### config.mk
export PLATFORM = sky130hd
export DESIGN_NAME = scheduled_task_trigger_unit
export DESIGN_NICKNAME = d
export VERILOG_FILES = /design/src/rtl/stt_pkg.sv /design/src/rtl/stt_cfg_regs.sv /design/src/rtl/stt_state.sv /design/src/rtl/scheduled_task_trigger_unit.sv
export SDC_FILE = /design/constraint.sdc
export NUM_CORES = 1
export LEC_CHECK = 0
export BUFFER_PORTS_ARGS = -buffer_cell sky130_fd_sc_hd__buf_2
export CAP_MARGIN = 10
export CELL_PAD_IN_SITES_DETAIL_PLACEMENT = 1
export CELL_PAD_IN_SITES_GLOBAL_PLACEMENT = 1
export CORE_MARGIN = 2
export CORE_UTILIZATION = 50
export CTS_BUF_LIST = sky130_fd_sc_hd__clkbuf_8
export DETAILED_ROUTE_END_ITERATION = 12
export GPL_TIMING_DRIVEN = 0
export HOLD_SLACK_MARGIN = 0.15
export PLACE_DENSITY_LB_ADDON = 0.12
export SETUP_SLACK_MARGIN = 0.02
export SLEW_MARGIN = 5
export SYNTH_ARGS = -nofsm -noshare
export SYNTH_HDL_FRONTEND = slang
export SYNTH_HIERARCHICAL = 1
export SYNTH_SLANG_ARGS = --single-unit
### constraint.sdc
create_clock -name clk -period 6.1 [get_ports clk]
set_input_delay 0.61 -clock clk [delete_from_list [all_inputs] [get_ports clk]]
set_output_delay 0.61 -clock clk [all_outputs]
set_load 0.01 [all_outputs]
### src/rtl/stt_pkg.sv
// ----------------------------------------------------------------------------
// Scheduled task trigger package
// Register indexes, field widths and the structures shared by the trigger unit.
// ----------------------------------------------------------------------------
`default_nettype none

package stt_pkg;

	// Field widths
	localparam int unsigned SecW    = 32;
	localparam int unsigned DayW    = 3;
	localparam int unsigned RepW    = 17;
	localparam int unsigned MaskW   = 7;
	localparam int unsigned CfgIdxW = 3;
	localparam int unsigned CfgDatW = 32;

	// Stream payload widths, padded to whole bytes
	localparam int unsigned InDataW  = 40;
	localparam int unsigned OutDataW = 56;

	// Configuration register indexes
	typedef enum logic [CfgIdxW-1:0] {
		REG_TASK_ENABLE       = 3'd0,
		REG_LIMIT_ENABLES     = 3'd1,
		REG_WINDOW_START      = 3'd2,
		REG_WINDOW_END        = 3'd3,
		REG_WEEKDAY_MASK      = 3'd4,
		REG_REPEAT_COUNT      = 3'd5,
		REG_CADENCE_SECONDS   = 3'd6,
		REG_START_IMMEDIATELY = 3'd7
	} cfg_reg_t;

	// Input actions
	typedef enum logic {
		ACT_EVALUATE = 1'b0,
		ACT_RESTART  = 1'b1
	} action_t;

	// Configuration register set
	typedef struct packed {
		logic                   task_enable;
		logic [1:0]             limit_enables;
		logic [SecW-1:0]        window_start;
		logic [SecW-1:0]        window_end;
		logic [MaskW-1:0]       weekday_mask;
		logic signed [RepW-1:0] repeat_count;
		logic [SecW-1:0]        cadence_seconds;
		logic                   start_immediately;
	} cfg_t;

	// One input item
	typedef struct packed {
		action_t         action;
		logic [SecW-1:0] current_seconds;
		logic [DayW-1:0] day_of_week;
	} item_t;

	// One result item
	typedef struct packed {
		logic                   fire;
		logic                   in_window;
		logic signed [RepW-1:0] repeats_left;
		logic [SecW-1:0]        fires_done;
	} result_t;

endpackage

`default_nettype wire

### src/rtl/stt_cfg_regs.sv
// ----------------------------------------------------------------------------
// Trigger configuration registers
// Decodes the configuration write channel into the register set.
// ----------------------------------------------------------------------------
`default_nettype none

module stt_cfg_regs (
	input  wire logic                         clk,
	input  wire logic                         arst_n,
	input  wire logic                         wr_en,
	input  wire logic [stt_pkg::CfgIdxW-1:0]  wr_index,
	input  wire logic [stt_pkg::CfgDatW-1:0]  wr_data,
	output stt_pkg::cfg_t                     cfg
);

	stt_pkg::cfg_t cfg_q;

	// Write the addressed register on each transfer
	always_ff @(posedge clk or negedge arst_n) begin
		if (!arst_n) begin
			cfg_q <= '0;
		end else if (wr_en) begin
			case (stt_pkg::cfg_reg_t'(wr_index))
				stt_pkg::REG_TASK_ENABLE:       cfg_q.task_enable       <= wr_data[0];
				stt_pkg::REG_LIMIT_ENABLES:     cfg_q.limit_enables     <= wr_data[1:0];
				stt_pkg::REG_WINDOW_START:      cfg_q.window_start      <= wr_data;
				stt_pkg::REG_WINDOW_END:        cfg_q.window_end        <= wr_data;
				stt_pkg::REG_WEEKDAY_MASK:      cfg_q.weekday_mask      <= wr_data[6:0];
				stt_pkg::REG_REPEAT_COUNT:      cfg_q.repeat_count      <= wr_data[16:0];
				stt_pkg::REG_CADENCE_SECONDS:   cfg_q.cadence_seconds   <= wr_data;
				stt_pkg::REG_START_IMMEDIATELY: cfg_q.start_immediately <= wr_data[0];
				default: ;
			endcase
		end
	end

	assign cfg = cfg_q;

endmodule

`default_nettype wire

### src/rtl/stt_state.sv
// ----------------------------------------------------------------------------
// Trigger state and evaluation
// Holds the repeat, fire and timer state and evaluates one item per cycle while advance is high.
// ----------------------------------------------------------------------------
`default_nettype none

module stt_state (
	input  wire logic            clk,
	input  wire logic            arst_n,
	input  wire stt_pkg::cfg_t   cfg,
	input  wire stt_pkg::item_t  item,
	input  wire logic            advance,
	output stt_pkg::result_t     result
);

	logic signed [stt_pkg::RepW-1:0] repeats_q, repeats_d;
	logic [stt_pkg::SecW-1:0]        fired_q, fired_d;
	logic [stt_pkg::SecW-1:0]        base_q, base_d;
	logic                            window_q, window_d;

	logic                      before_start, after_end, day_ok, gate_ok;
	logic                      cadence_ok, fire;
	logic [stt_pkg::SecW-1:0]  elapsed;
	logic [7:0]                mask_ext;

	// Window, weekday and cadence checks
	always_comb begin
		mask_ext     = {1'b0, cfg.weekday_mask};
		before_start = cfg.limit_enables[0] && (item.current_seconds < cfg.window_start);
		after_end    = cfg.limit_enables[1] && (item.current_seconds > cfg.window_end);
		day_ok       = (cfg.weekday_mask == '0) || mask_ext[item.day_of_week];
		gate_ok      = !before_start && !after_end && day_ok;
		elapsed      = item.current_seconds - base_q;
		cadence_ok   = (cfg.start_immediately && (fired_q == '0))
		            || (cfg.cadence_seconds == '0)
		            || (elapsed >= cfg.cadence_seconds);
		fire         = (item.action == stt_pkg::ACT_EVALUATE) && cfg.task_enable
		            && gate_ok && (repeats_q != '0) && cadence_ok;
	end

	// Next state
	always_comb begin
		repeats_d = repeats_q;
		fired_d   = fired_q;
		base_d    = base_q;
		window_d  = window_q;
		if (item.action == stt_pkg::ACT_RESTART) begin
			repeats_d = cfg.repeat_count[stt_pkg::RepW-1] ? '1 : cfg.repeat_count;
			fired_d   = '0;
			base_d    = item.current_seconds;
		end else if (cfg.task_enable) begin
			// Window flag follows the first failing or the passing check
			if (before_start || after_end) begin
				window_d = 1'b0;
			end else if (cfg.limit_enables != 2'b00) begin
				window_d = 1'b1;
			end
			// Rebase before the window, and on a disallowed day unless after the window end
			if (before_start || (!after_end && !day_ok)) begin
				base_d = item.current_seconds;
			end
			if (fire) begin
				if (!repeats_q[stt_pkg::RepW-1]) begin
					repeats_d = repeats_q - stt_pkg::RepW'(1);
				end
				base_d = item.current_seconds;
				if (fired_q != '1) begin
					fired_d = fired_q + stt_pkg::SecW'(1);
				end
			end
		end
	end

	// Commit on each advancing item
	always_ff @(posedge clk or negedge arst_n) begin
		if (!arst_n) begin
			repeats_q <= '0;
			fired_q   <= '0;
			base_q    <= '0;
			window_q  <= 1'b0;
		end else if (advance) begin
			repeats_q <= repeats_d;
			fired_q   <= fired_d;
			base_q    <= base_d;
			window_q  <= window_d;
		end
	end

	assign result.fire         = fire;
	assign result.in_window    = window_d;
	assign result.repeats_left = repeats_d;
	assign result.fires_done   = fired_d;

endmodule

`default_nettype wire

### src/rtl/scheduled_task_trigger_unit.sv
// Path: an item is registered in the input stage, evaluated, and its result is
// registered in the result register before it is presented.
// Throughput: one item per cycle while the result register is free or being taken.
// The input stage buffers one item while the result register is stalled.
// Reset (arst_n low) clears configuration, repeat, fire and timer state and
// empties both stages.
// ----------------------------------------------------------------------------
// Scheduled task trigger unit
// Stream wrapper: input stage, evaluation and registered result.
// ----------------------------------------------------------------------------
`default_nettype none

module scheduled_task_trigger_unit (
	input  wire logic                          clk,
	input  wire logic                          arst_n,
	// configuration write channel
	input  wire logic                          cfg_valid,
	output logic                               cfg_ready,
	input  wire logic [stt_pkg::CfgIdxW-1:0]   cfg_index,
	input  wire logic [stt_pkg::CfgDatW-1:0]   cfg_data,
	// input stream
	input  wire logic                          s_tvalid,
	output logic                               s_tready,
	// current_seconds[31:0], day_of_week[34:32], zero pad[39:35]
	input  wire logic [stt_pkg::InDataW-1:0]   s_tdata,
	// action[0]
	input  wire logic [0:0]                    s_tuser,
	// result stream
	output logic                               m_tvalid,
	input  wire logic                          m_tready,
	// fire[0], in_window[1], repeats_left[18:2], fires_done[50:19], zero pad[55:51]
	output logic [stt_pkg::OutDataW-1:0]       m_tdata
);

	stt_pkg::cfg_t    cfg;
	stt_pkg::item_t   item_s1;
	stt_pkg::result_t res_c, res_s2;
	logic             valid_s1, valid_s2;
	logic             advance, s_xfer;

	assign cfg_ready = 1'b1;

	stt_cfg_regs u_cfg (
		.clk      (clk),
		.arst_n   (arst_n),
		.wr_en    (cfg_valid & cfg_ready),
		.wr_index (cfg_index),
		.wr_data  (cfg_data),
		.cfg      (cfg)
	);

	// Move the staged item on when the result register is free or being taken
	assign advance  = valid_s1 && (!valid_s2 || m_tready);
	assign s_tready = !valid_s1 || advance;
	assign s_xfer   = s_tvalid && s_tready;

	// Input stage
	always_ff @(posedge clk or negedge arst_n) begin
		if (!arst_n) begin
			valid_s1 <= 1'b0;
		end else if (s_tready) begin
			valid_s1 <= s_tvalid;
		end
	end

	always_ff @(posedge clk) begin
		if (s_xfer) begin
			item_s1.action          <= stt_pkg::action_t'(s_tuser[0]);
			item_s1.current_seconds <= s_tdata[31:0];
			item_s1.day_of_week     <= s_tdata[34:32];
		end
	end

	stt_state u_state (
		.clk     (clk),
		.arst_n  (arst_n),
		.cfg     (cfg),
		.item    (item_s1),
		.advance (advance),
		.result  (res_c)
	);

	// Result stage
	always_ff @(posedge clk or negedge arst_n) begin
		if (!arst_n) begin
			valid_s2 <= 1'b0;
		end else if (advance) begin
			valid_s2 <= 1'b1;
		end else if (m_tready) begin
			valid_s2 <= 1'b0;
		end
	end

	always_ff @(posedge clk) begin
		if (advance) begin
			res_s2 <= res_c;
		end
	end

	assign m_tvalid = valid_s2;
	assign m_tdata  = {5'd0, res_s2.fires_done, res_s2.repeats_left,
	                   res_s2.in_window, res_s2.fire};

`ifndef ASSERT_OFF
	// A staged item is never dropped while the result side stalls
	a_s1_hold: assert property (@(posedge clk) disable iff (!arst_n)
		(valid_s1 && !advance) |=> valid_s1)
		else $error("input stage lost an item");

	// A restart never fires and clears the fire count
	a_restart: assert property (@(posedge clk) disable iff (!arst_n)
		(advance && item_s1.action == stt_pkg::ACT_RESTART)
		|=> (!res_s2.fire && res_s2.fires_done == '0))
		else $error("restart produced a fire or kept the count");

	// A fire always leaves a nonzero fire count
	a_fire_count: assert property (@(posedge clk) disable iff (!arst_n)
		(valid_s2 && res_s2.fire) |-> (res_s2.fires_done != '0))
		else $error("fire with zero count");

	// A waiting result is overwritten only when it is taken
	a_no_overrun: assert property (@(posedge clk) disable iff (!arst_n)
		(valid_s2 && !m_tready) |-> !advance)
		else $error("result register overrun");
`endif

endmodule

`default_nettype wire

==> flow_summary_export.csv, run 1 <==
group,metric,value,unit
sta,fmax,166.9,MHz
yosys,synth_seq_area_share,0.4571,
run_status,status,"complete, no violations",
finish,drive_gt1_frac,0.2584,
cts,path_clk_slew,0.06,ns
route,dr.pass1.iters,5,
cts,max-clock-path-buffers,3,
sta,timing.max_slew.rel_slack,0.4700,
die,coreArea,33620,µm²
cts,numCtsBuffers,52,
cts,clk_latency,0.63,ns
yosys,synth_top_cell_by_area,"dfrtp_1",
yosys,synth_area,17100,µm²
sta,tightestPinTransition,0.7950,ns
finish,layout.nets,2017,
placed_design,dp_cells,2146,
die,die_area,35700,µm²
die,die_x,188.9,µm
yosys,synth_edf_count,87,
placed_design,portBuffers,124,
hold_path,hold_path_class,"primary input to register",
die,rows,67,
sta,period_needed,5.990,ns
route,drt_drc_violations_left,0,
global_route,busiest_layer,"met2",
hold_path,hold_path_startpoint,"s_tvalid",
setup_path,start_kind,"register",
cts,cts_max_level,2,
sta,hold_viol_final,0,
pwr,leakage,9.456,nW
route,routed_wl,50.16,mm
setup_path,crit_fanout,6,
global_route,grt_start_max_net_pins,102,
route,wl_per_cell,21.87,µm
setup_path,worstReg2RegEnd,"u_state/base_q[2]$_DFFE_PN0P_",
setup_path,critPathArrivalTime,6.49,ns
finish,final_cells,2294,
cts,cts_tree,"yes",
global_route,met3_usage,0.03818,
yosys,ys.flop_type,"dfrtp_1",
yosys,synth_cells,1566,
run,max_cap_viol_count,0,
setup_path,crit_path_end_kind,"register",
die,ios,140,
die,start_util,0.5088,
sta,rsz0062_at_grt,"true",
setup_path,reg2reg_slack,0.11,ns
pwr,irDropWorstVdd,0.2246,mV
cts,root_buffer,"clkbuf_8",
route,num_vias,13268,
yosys,synth.top_cells.by_count,"208 x dfrtp_1, 157 x inv_1, 129 x ha_1",
global_route,use_met1,0.3525,
sta,slew_viol_final,0,
global_route,grt_overflow_total,0,
global_route,met2_usage,0.4849,
yosys,synth-seq-cells,295,
yosys,synthArstFlopShare,0.7051,
route,drt_iter0_drc,693,
die,die_h,188.9,µm
yosys,yosysUniqueCellTypes,91,
setup_path,worstSetupPathType,"register to register",
global_route,grt_pass1_vias,14060,
sta,tns,0,ns
global_route,grt_first_pass_wirelength,77.80,mm
placed_design,dp_hpwl,34.99,mm
route,ant_nets,0,
setup_path,r2r_start,"item_s1[3]$_DFFE_PP_",
sta,finalSetupViolCount,0,
hold_path,whs_path_depth,2,
finish,syn2layout_area_growth,19.29,%
setup_path,crit_required,6.60,ns
yosys,yosysMostFrequentCell,"dfrtp_1",
yosys,ys_top_cells_by_area,"dfrtp_1 30%, edfxtp_1 15%, ha_1 9.4%",
global_route,antenna_found_initial,0,
sta,fin_skew,0.02551,ns
setup_path,crit_start,"item_s1[3]$_DFFE_PP_",
yosys,ys_warn_count,6,
setup_path,reg2regPathDepth,27,
placed_design,gp_congestion,0.8880,
cts,numClockSinks,295,
sta,post-route-period-util,0.9820,
route,avgViaCountPerCell,5.784,
hold_path,hold_end,"valid_s1$_DFFE_PN0P_",
yosys,avgSynthCellArea,10.92,µm²
pwr,power_density,370.7,nW/µm²
global_route,grt_use_total,0.2795,
yosys,synth_top_area_frac,0.3043,
finish,n_antenna_cell,0,
==> flip-flops by register name, indices dropped and copies added (netlist names) <==
signal,flops
u_state/repeats_q,17
u_state/fired_q,32
u_state/window_q,1
u_state/base_q,32
m_tvalid,1
valid_s1,1
item_s1,36
u_cfg/cfg,124
m_tdata,51
==> layout by cell type (no fill, tap or decap), drive strengths merged, types with 11 or more instances in the layout <==
master       instances
dfrtp              208
buf                187
inv                171
mux2               159
ha                 129
nor2               112
clkbuf              94
edfxtp              87
nand2               64
a21oi               56
a21o                55
o21ai               55
xnor2               42
nor3                42
dlygate4sd3         36
nand4               32
nor4                31
nand3               29
o211ai              14
and4                14
and3                13
o21a                13
nand2b              11
a22o                11
==> power breakdown <==
| part | switching [W] | internal (W) | leakage [nW] |
|---|---|---|---|
| sequential | 0.000293 | 0.00243 | 3.37 |
| clock | 0.000859 | 0.00113 | 0.628 |
| combinational | 0.00153 | 0.00133 | 5.46 |
| total | 0.00268 | 0.00488 | 9.46 |
==> worst max path at each step <==
stage | end | slack (ns) | cells after the start
floorplan | u_state/base_q[10]$_DFFE_PN0P_ | 0.64 | 26
global placement | u_state/base_q[13]$_DFFE_PN0P_ | -0.52 | 26
detailed placement | u_state/base_q[18]$_DFFE_PN0P_ | -0.54 | 26
CTS | u_state/base_q[13]$_DFFE_PN0P_ | 0.03 | 27
global route | u_state/base_q[2]$_DFFE_PN0P_ | -0.15 | 24
finish | u_state/base_q[2]$_DFFE_PN0P_ | 0.11 | 27
==> critical path, stage by stage, from the launching register on <==
cell and delay (ns):
edfxtp_1 0.44, inv_2 0.11, ha_4 0.14, inv_2 0.04, fa_2 0.39, a211oi_2 0.25, nor2_2 0.08, o21ai_2 0.23
o22ai_2 0.12, nor2_2 0.15, o21a_1 0.18, o21ai_2 0.07, or4_4 0.48, a2111o_1 0.42, o211ai_1 0.11, ha_1 0.28
and4_4 0.17, a21oi_4 0.15, o21ai_4 0.10, a2111oi_4 0.27, o211ai_1 0.17, a31o_2 0.32, nand2_4 0.14, nor2_4 0.07
o31ai_4 0.25, buf_6 0.22, clkbuf_16 0.18, mux2_1 0.33
==> layout make-up <==
class | instances | area (µm²)
clock inverter | 29 | 225.2
tap | 448 | 560.5
buffer | 71 | 466.7
multi-input combinational | 1047 | 8594
sequential | 295 | 7818
fill | 3624 | 13210
clock buffer | 65 | 894.6
inverter | 157 | 589.3
timing repair buffer | 182 | 1254
==> metrics by stage <==
stage            util  worst slack (ns)  total power, W  area (µm²)  hold WS [ns]
2_1_floorplan       -            0.6414        0.004485       17120        0.3144
3_3_place_gp   0.5443           -0.5208        0.005079       18300        0.4731
3_5_place_dp   0.5473           -0.5444        0.005229       18400        0.4679
4_1_cts        0.5949           0.02989        0.007347       20000        0.1601
5_1_grt        0.6069           -0.1463        0.008046       20400        0.1806
6_report       0.6069            0.1101        0.007563       20400        0.1935
==> cell families after synthesis <==
logic type | synth area share
XOR/XNOR | 0.02509
flip-flops | 0.4571
AO/OA/AOI/OAI | 0.1141
buffers and inverters | 0.05948
other | 0.0004391
multiplexers | 0.1173
AND/OR/NAND/NOR | 0.1310
adder cells (fa/ha/maj) | 0.09554
==> per-layer routing <==
metal | vias to the layer above | share of wire
li1 | 6129 | -
met1 | 6712 | 0.43
met2 | 335 | 0.50
met3 | 92 | 0.041
met4 | 0 | 0.031
met5 | - | 0
==> repair_timing <==
action	4_1_cts	5_1_grt
buffers inserted	9	7
setup endpoints to repair	117	126
gates cloned	0	2
hold buffers	36	0
endpoints found under the hold margin	54	0
pin swaps	6	23
gates resized for setup	14	75
No activity file was read; power rests on OpenSTA's default activity.
==> run 2: changes to the inputs <==
--- a/config.mk
+++ b/config.mk
@@ -7,11 +7,8 @@
 export LEC_CHECK = 0
 export BUFFER_PORTS_ARGS = -buffer_cell sky130_fd_sc_hd__buf_2
 export CAP_MARGIN = 10
-export CELL_PAD_IN_SITES_DETAIL_PLACEMENT = 1
-export CELL_PAD_IN_SITES_GLOBAL_PLACEMENT = 1
 export CORE_MARGIN = 2
-export CORE_UTILIZATION = 50
-export CTS_BUF_LIST = sky130_fd_sc_hd__clkbuf_8
+export CORE_UTILIZATION = 60
 export DETAILED_ROUTE_END_ITERATION = 12
 export GPL_TIMING_DRIVEN = 0
 export HOLD_SLACK_MARGIN = 0.15
==> run 2 against run 1 <==
Register-to-register slack better by 0.09 ns. Largest power group is now registers. Final area down 4.2%. Highest routed layer unchanged. Non-clock buffer count down 40. Cell count down 6.2%. Largest cell class unchanged. Clock skew down 0.0080 ns. Critical path type unchanged. Global-route usage up 0.12 points. Critical path depth unchanged.
==> flow_summary_export.csv, run 2 (synthesis gave the netlist of run 1 again) <==
group,metric,value,unit
die,rows,61,
sta,finalSetupViolCount,0,
finish,fillers,2139,
cts,max-clock-path-buffers,3,
die,coreArea,27930,µm²
die,die_x,172.8,µm
global_route,grt_overflow_total,0,
sta,post-route-period-util,0.9675,
placed_design,portBuffers,124,
setup_path,critPathArrivalTime,6.28,ns
route,num_vias,12889,
route,routed_wl,41.99,mm
pwr,irDropWorstVdd,0.2600,mV
cts,clk_latency,0.51,ns
finish,syn2layout_area_growth,14.28,%
global_route,antenna_found_initial,1,
sta,fmax,169.4,MHz
sta,hold_viol_final,0,
cts,numCtsBuffers,34,
finish,fin_area,19550,µm²
global_route,grt_use_total,0.2806,
sta,tightestPinTransition,0.8574,ns
sta,slew_viol_final,0,
sta,fin_hold_ws,0.1017,ns
die,die_area,29870,µm²
setup_path,reg2regPathDepth,27,
setup_path,r2r_start,"item_s1[3]$_DFFE_PP_",
run_status,status,"complete, no violations",
setup_path,crit_fanout,10,
global_route,grt_start_max_net_pins,115,
placed_design,dpl-instance-area,18280,µm²
setup_path,crit_required,6.48,ns
finish,layout.nets,1959,
route,drt_iter0_drc,954,
run,max_cap_viol_count,0,
route,avgViaCountPerCell,5.989,
placed_design,dp_hpwl,30.53,mm
setup_path,start_kind,"register",
finish,seq_area,7818,µm²
die,start_util,0.6122,
route,wl_per_cell,19.51,µm
hold_path,hold_path_class,"primary input to async pin",
setup_path,reg2reg_slack,0.20,ns
pwr,leakage,8.989,nW
route,dr.pass1.iters,6,
setup_path,worstSetupPathType,"register to register",
sta,timing.max_slew.rel_slack,0.4284,
sta,period_needed,5.902,ns
finish,final_common_cell,"dfrtp_1",
cts,root_buffer,"clkbuf_16",
cts,numClockSinks,295,
finish,largest_reg_flops,124,
global_route,grt_first_pass_wirelength,67.26,mm
sta,fin_skew,0.01754,ns
setup_path,worstReg2RegEnd,"u_state/base_q[21]$_DFFE_PN0P_",
die,die_h,172.8,µm
cts,cts_max_level,2,
setup_path,crit_path_end_kind,"register",
placed_design,gp_congestion,0.9225,
global_route,grt_pass1_vias,12806,
finish,final_cell_mix,"208 x dfrtp_1, 157 x inv_1, 142 x buf_2",
finish,drive_gt1_frac,0.2256,
pwr,power_density,370.7,nW/µm²
cts,path_clk_slew,0.06,ns
route,ant_nets,0,
finish,multiInputGateArea,8368,µm²
route,drt_drc_violations_left,0,
cts,cts_tree,"yes",
die,ios,140,
cts,holdBufCountCts,0,
run 2: timing repair:
item / in CTS / in global routing
buffers inserted: 6 / 9
pin swaps: 3 / 7
gates resized for setup: 7 / 22
endpoints found under the setup margin: 95 / 123
run 2: worst max-delay path, stage by stage (launching register included):
cell       delay [ns]
edfxtp_1         0.41
inv_1            0.11
ha_1             0.17
inv_1            0.06
fa_2             0.37
a211oi_2         0.22
nor2_2           0.10
o21ai_2          0.19
o22ai_1          0.14
nor2_2           0.18
o21a_1           0.18
o21ai_1          0.09
or4_4            0.42
a2111o_1         0.38
o211ai_1         0.11
ha_1             0.28
and4_1           0.19
a21oi_2          0.17
o21ai_2          0.10
a2111oi_2        0.28
o211ai_1         0.18
a31o_2           0.34
nand2_4          0.14
nor2_2           0.08
o31ai_4          0.22
buf_6            0.16
buf_6            0.16
mux2_1           0.34
run 2: report_power, final:
part | internal, W | total [W] | switching [W] | leakage (nW)
Clock | 0.00115 | 0.00194 | 0.000791 | 0.510
Sequential | 0.00243 | 0.00270 | 0.000268 | 3.37
Combinational | 0.00120 | 0.00261 | 0.00141 | 5.11
Total | 0.00478 | 0.00725 | 0.00247 | 8.99
run 2: final cells by class:
cell class | instances | area share
diodes | 1 | 0.0001280
plain buffers | 71 | 0.02221
clock buffers | 49 | 0.04968
clock inverters | 12 | 0.004353
inverters | 157 | 0.03015
multi-input cells | 1047 | 0.4281
flip-flops and latches | 295 | 0.4000
well taps | 378 | 0.02420
repair buffers | 142 | 0.04116
run 2: per-stage QoR:
stage / cells / setup TNS (ns) / power [W] / utilization / worst slack, ns
detailed placement: 2075 / -19.87 / 0.005158 / 0.6544 / -0.4490
global placement: 2072 / -18.15 / 0.005031 / 0.6519 / -0.4271
global route: 2152 / -0.02482 / 0.007704 / 0.6997 / -0.01511
finish: 2152 / 0 / 0.007245 / 0.6997 / 0.1981
CTS: 2142 / 0 / 0.007169 / 0.6950 / 0.02093
floorplan: 1570 / 0 / 0.004485 / - / 0.6414
run 2: worst max path at each step:
stage | from | end | slack [ns] | cells after the start
5_1_grt | item_s1[3]$_DFFE_PP_ | u_state/base_q[28]$_DFFE_PN0P_ | -0.02 | 27
4_1_cts | item_s1[3]$_DFFE_PP_ | m_tdata[16]$_DFFE_PP_ | 0.02 | 25
3_5_place_dp | item_s1[3]$_DFFE_PP_ | u_state/base_q[15]$_DFFE_PN0P_ | -0.45 | 26
6_report | item_s1[3]$_DFFE_PP_ | u_state/base_q[21]$_DFFE_PN0P_ | 0.20 | 27
3_3_place_gp | item_s1[3]$_DFFE_PP_ | u_state/base_q[18]$_DFFE_PN0P_ | -0.43 | 26
2_1_floorplan | item_s1[3]$_DFFE_PP_ | u_state/base_q[10]$_DFFE_PN0P_ | 0.64 | 26
run 2: layer usage:
| layer | routed length [µm] | GRT usage | part of all wire | vias to the layer above |
|---|---|---|---|---|
| met5 | 0 | 0 | 0 | - |
| met4 | 1534 | 0.1038 | 0.037 | 0 |
| li1 | - | - | - | 6013 |
| met1 | 17850 | 0.3721 | 0.43 | 6316 |
| met2 | 20320 | 0.4772 | 0.48 | 447 |
| met3 | 2285 | 0.03254 | 0.054 | 113 |
==> run 3: changes to the inputs <==
--- a/config.mk
+++ b/config.mk
@@ -5,6 +5,7 @@
 export SDC_FILE = /design/constraint.sdc
 export NUM_CORES = 1
 export LEC_CHECK = 0
+export ABC_CLOCK_PERIOD_IN_PS = 6100
 export BUFFER_PORTS_ARGS = -buffer_cell sky130_fd_sc_hd__buf_2
 export CAP_MARGIN = 10
 export CORE_MARGIN = 2
@@ -17,5 +18,4 @@
 export SLEW_MARGIN = 5
 export SYNTH_ARGS = -nofsm -noshare
 export SYNTH_HDL_FRONTEND = slang
-export SYNTH_HIERARCHICAL = 1
 export SYNTH_SLANG_ARGS = --single-unit
==> run 3 against run 2 <==
Sequential power fell by 3%. Total power decreased by 8.6%. Routed wire length down 3.9%. Non-clock buffer count down 15.
==> flow_summary_export.csv, run 3 <==
group,metric,value,unit
setup_path,start_kind,"register",
hold_path,whs_path_depth,1,
die,die_area,28800,µm²
sta,finalSetupViolCount,0,
die,ios,140,
run_status,status,"complete, no violations",
pwr,irDropWorstVdd,0.2341,mV
cts,cts_max_level,1,
yosys,synth_area,16480,µm²
placed_design,gp_congestion,0.9125,
yosys,synth_top_cell_by_area,"dfrtp_1",
cts,numClockSinks,295,
global_route,grt_pass1_vias,12535,
yosys,ys.flop_type,"dfrtp_1",
yosys,synth_edf_count,87,
yosys,ys_top_cells_by_area,"dfrtp_1 32%, edfxtp_1 16%, ha_1 9.8%",
yosys,avgSynthCellArea,10.48,µm²
yosys,yosysUniqueCellTypes,71,
cts,clk_latency,0.57,ns
setup_path,reg2reg_slack,0.23,ns
yosys,synth-seq-cells,295,
sta,period_needed,5.869,ns
cts,path_clk_slew,0.07,ns
hold_path,hold_path_class,"primary input to register",
finish,final_common_cell,"dfrtp_1",
sta,hold_viol_final,0,
die,die_x,169.7,µm
setup_path,r2r_start,"item_s1[4]$_DFFE_PP_",
global_route,grt_use_total,0.2864,
hold_path,hold_path_startpoint,"s_tdata[5]",
route,routed_wl,40.36,mm
sta,timing.max_slew.rel_slack,0.1058,
yosys,synth_top_area_frac,0.3159,
sta,fin_hold_ws,0.2063,ns
finish,layout.nets,1952,
route,avgViaCountPerCell,6.018,
route,num_vias,12674,
yosys,synth.top_cells.by_count,"208 x dfrtp_1, 146 x inv_1, 129 x ha_1",
pwr,power_density,352.6,nW/µm²
run,max_cap_viol_count,0,
cts,max-clock-path-buffers,3,
die,rows,60,
route,drt_iter0_drc,891,
route,ant_nets,0,
finish,largest_reg_flops,124,
hold_path,hold_end,"item_s1[8]$_DFFE_PP_",
setup_path,crit_required,6.40,ns
yosys,synthArstFlopShare,0.7051,
yosys,synth_seq_area_share,0.4744,
setup_path,worstReg2RegEnd,"m_tdata[33]$_DFFE_PP_",
finish,fin_area,18770,µm²
yosys,ys_warn_count,0,
global_route,antenna_found_initial,2,
sta,tightestPinTransition,1.329,ns
finish,final_cell_mix,"208 x dfrtp_1, 146 x inv_1, 129 x ha_1",
die,start_util,0.6114,
placed_design,dp_hpwl,29.77,mm
route,drt_drc_violations_left,0,
setup_path,worstSetupPathType,"register to register",
setup_path,crit_path_end_kind,"register",
finish,syn2layout_area_growth,13.92,%
route,dr.pass1.iters,6,
global_route,grt_start_max_net_pins,109,
placed_design,dpl-instance-area,17630,µm²
sta,fin_skew,0.02277,ns
setup_path,cp_slowest_cell,"edfxtp_1",
setup_path,critPathArrivalTime,6.17,ns
cts,cts_tree,"yes",
sta,slew_viol_final,0,
pwr,leakage,8.415,nW
finish,n_antenna_cell,0,
finish,drive_gt1_frac,0.2000,
sta,fmax,170.4,MHz
cts,root_buffer,"clkbuf_16",
die,die_h,169.7,µm
yosys,synth_cells,1572,
placed_design,portBuffers,125,
setup_path,crit_fanout,10,
cts,numCtsBuffers,31,
yosys,yosysMostFrequentCell,"dfrtp_1",
global_route,grt_first_pass_wirelength,64.67,mm
setup_path,cpPeakStageDelay,0.49,ns
die,coreArea,26950,µm²
sta,post-route-period-util,0.9621,
setup_path,reg2regPathDepth,26,
route,wl_per_cell,19.16,µm
global_route,grt_overflow_total,0,
run 3: worst max path at each step:
stage                         start                              to  depth (start not counted)
3_5_place_dp   item_s1[4]$_DFFE_PP_   u_state.base_q[1]$_DFFE_PN0P_                         23
3_3_place_gp   item_s1[4]$_DFFE_PP_           m_tdata[21]$_DFFE_PP_                         25
4_1_cts        item_s1[4]$_DFFE_PP_           m_tdata[29]$_DFFE_PP_                         26
6_report       item_s1[4]$_DFFE_PP_           m_tdata[33]$_DFFE_PP_                         26
2_1_floorplan  item_s1[4]$_DFFE_PP_  u_state.base_q[10]$_DFFE_PN0P_                         23
5_1_grt        item_s1[4]$_DFFE_PP_           m_tdata[47]$_DFFE_PP_                         25
run 3: cell type report:
class | instances | area (µm²)
tap | 341 | 426.7
clock buffer | 45 | 889.6
buffer | 66 | 319.1
timing repair buffer | 132 | 743.2
inverter | 147 | 551.8
multi-input combinational | 1068 | 7886
clock inverter | 12 | 136.4
fill | 2090 | 8180
sequential | 295 | 7818
run 3: cell families after synthesis:
kind of cell | after synthesis | share of synthesized area
AO/OA/AOI/OAI | 345 | 0.1296
XOR/XNOR | 68 | 0.03615
adder cells (fa/ha/maj) | 130 | 0.09917
buffers and inverters | 213 | 0.05141
flip-flops | 295 | 0.4744
multiplexers | 131 | 0.08998
other | 2 | 0.0004558
AND/OR/NAND/NOR | 388 | 0.1188
run 3: metrics by stage:
stage	setup WS, ns	TNS [ns]	cells	total power, W	util
global placement	-0.2765	-11.24	2042	0.004574	0.6510
global route	-0.02167	-0.05135	2106	0.007042	0.6965
detailed placement	-0.3387	-15.96	2045	0.004678	0.6543
floorplan	0.8887	0	1576	0.004114	-
finish	0.2313	0	2106	0.006619	0.6965
CTS	0.02288	0	2104	0.006606	0.6940
run 3: report_power, final:
part           switching (W)  internal [W]  total (W)  leakage [nW]
clock               0.000771       0.00113    0.00190         0.507
sequential          0.000216       0.00239    0.00261          3.40
combinational        0.00114      0.000966    0.00211          4.51
run 3: layer usage:
metal,vias up,part of all wire,GRT usage
met2,427,0.47,0.4696
met5,-,0.00059,0
met4,4,0.042,0.1126
met1,6134,0.42,0.3825
met3,110,0.062,0.04874
li1,5999,-,-
run 3: repair_timing:
item	in CTS	in global routing
endpoints found under the hold margin	6	0
pin swaps	0	3
buffers inserted	1	2
gates resized for setup	11	18
hold buffers	1	0
setup endpoints to repair	110	120
run 3: critical path, delay by kind of cell, from the launching register on:
family,cells,cell delay [ns]
flops,1,0.49
fa+ha+maj,2,0.65
simple gates,7,1.44
xor+xnor,2,0.35
compound gates,11,1.92
buf+inv,4,0.72
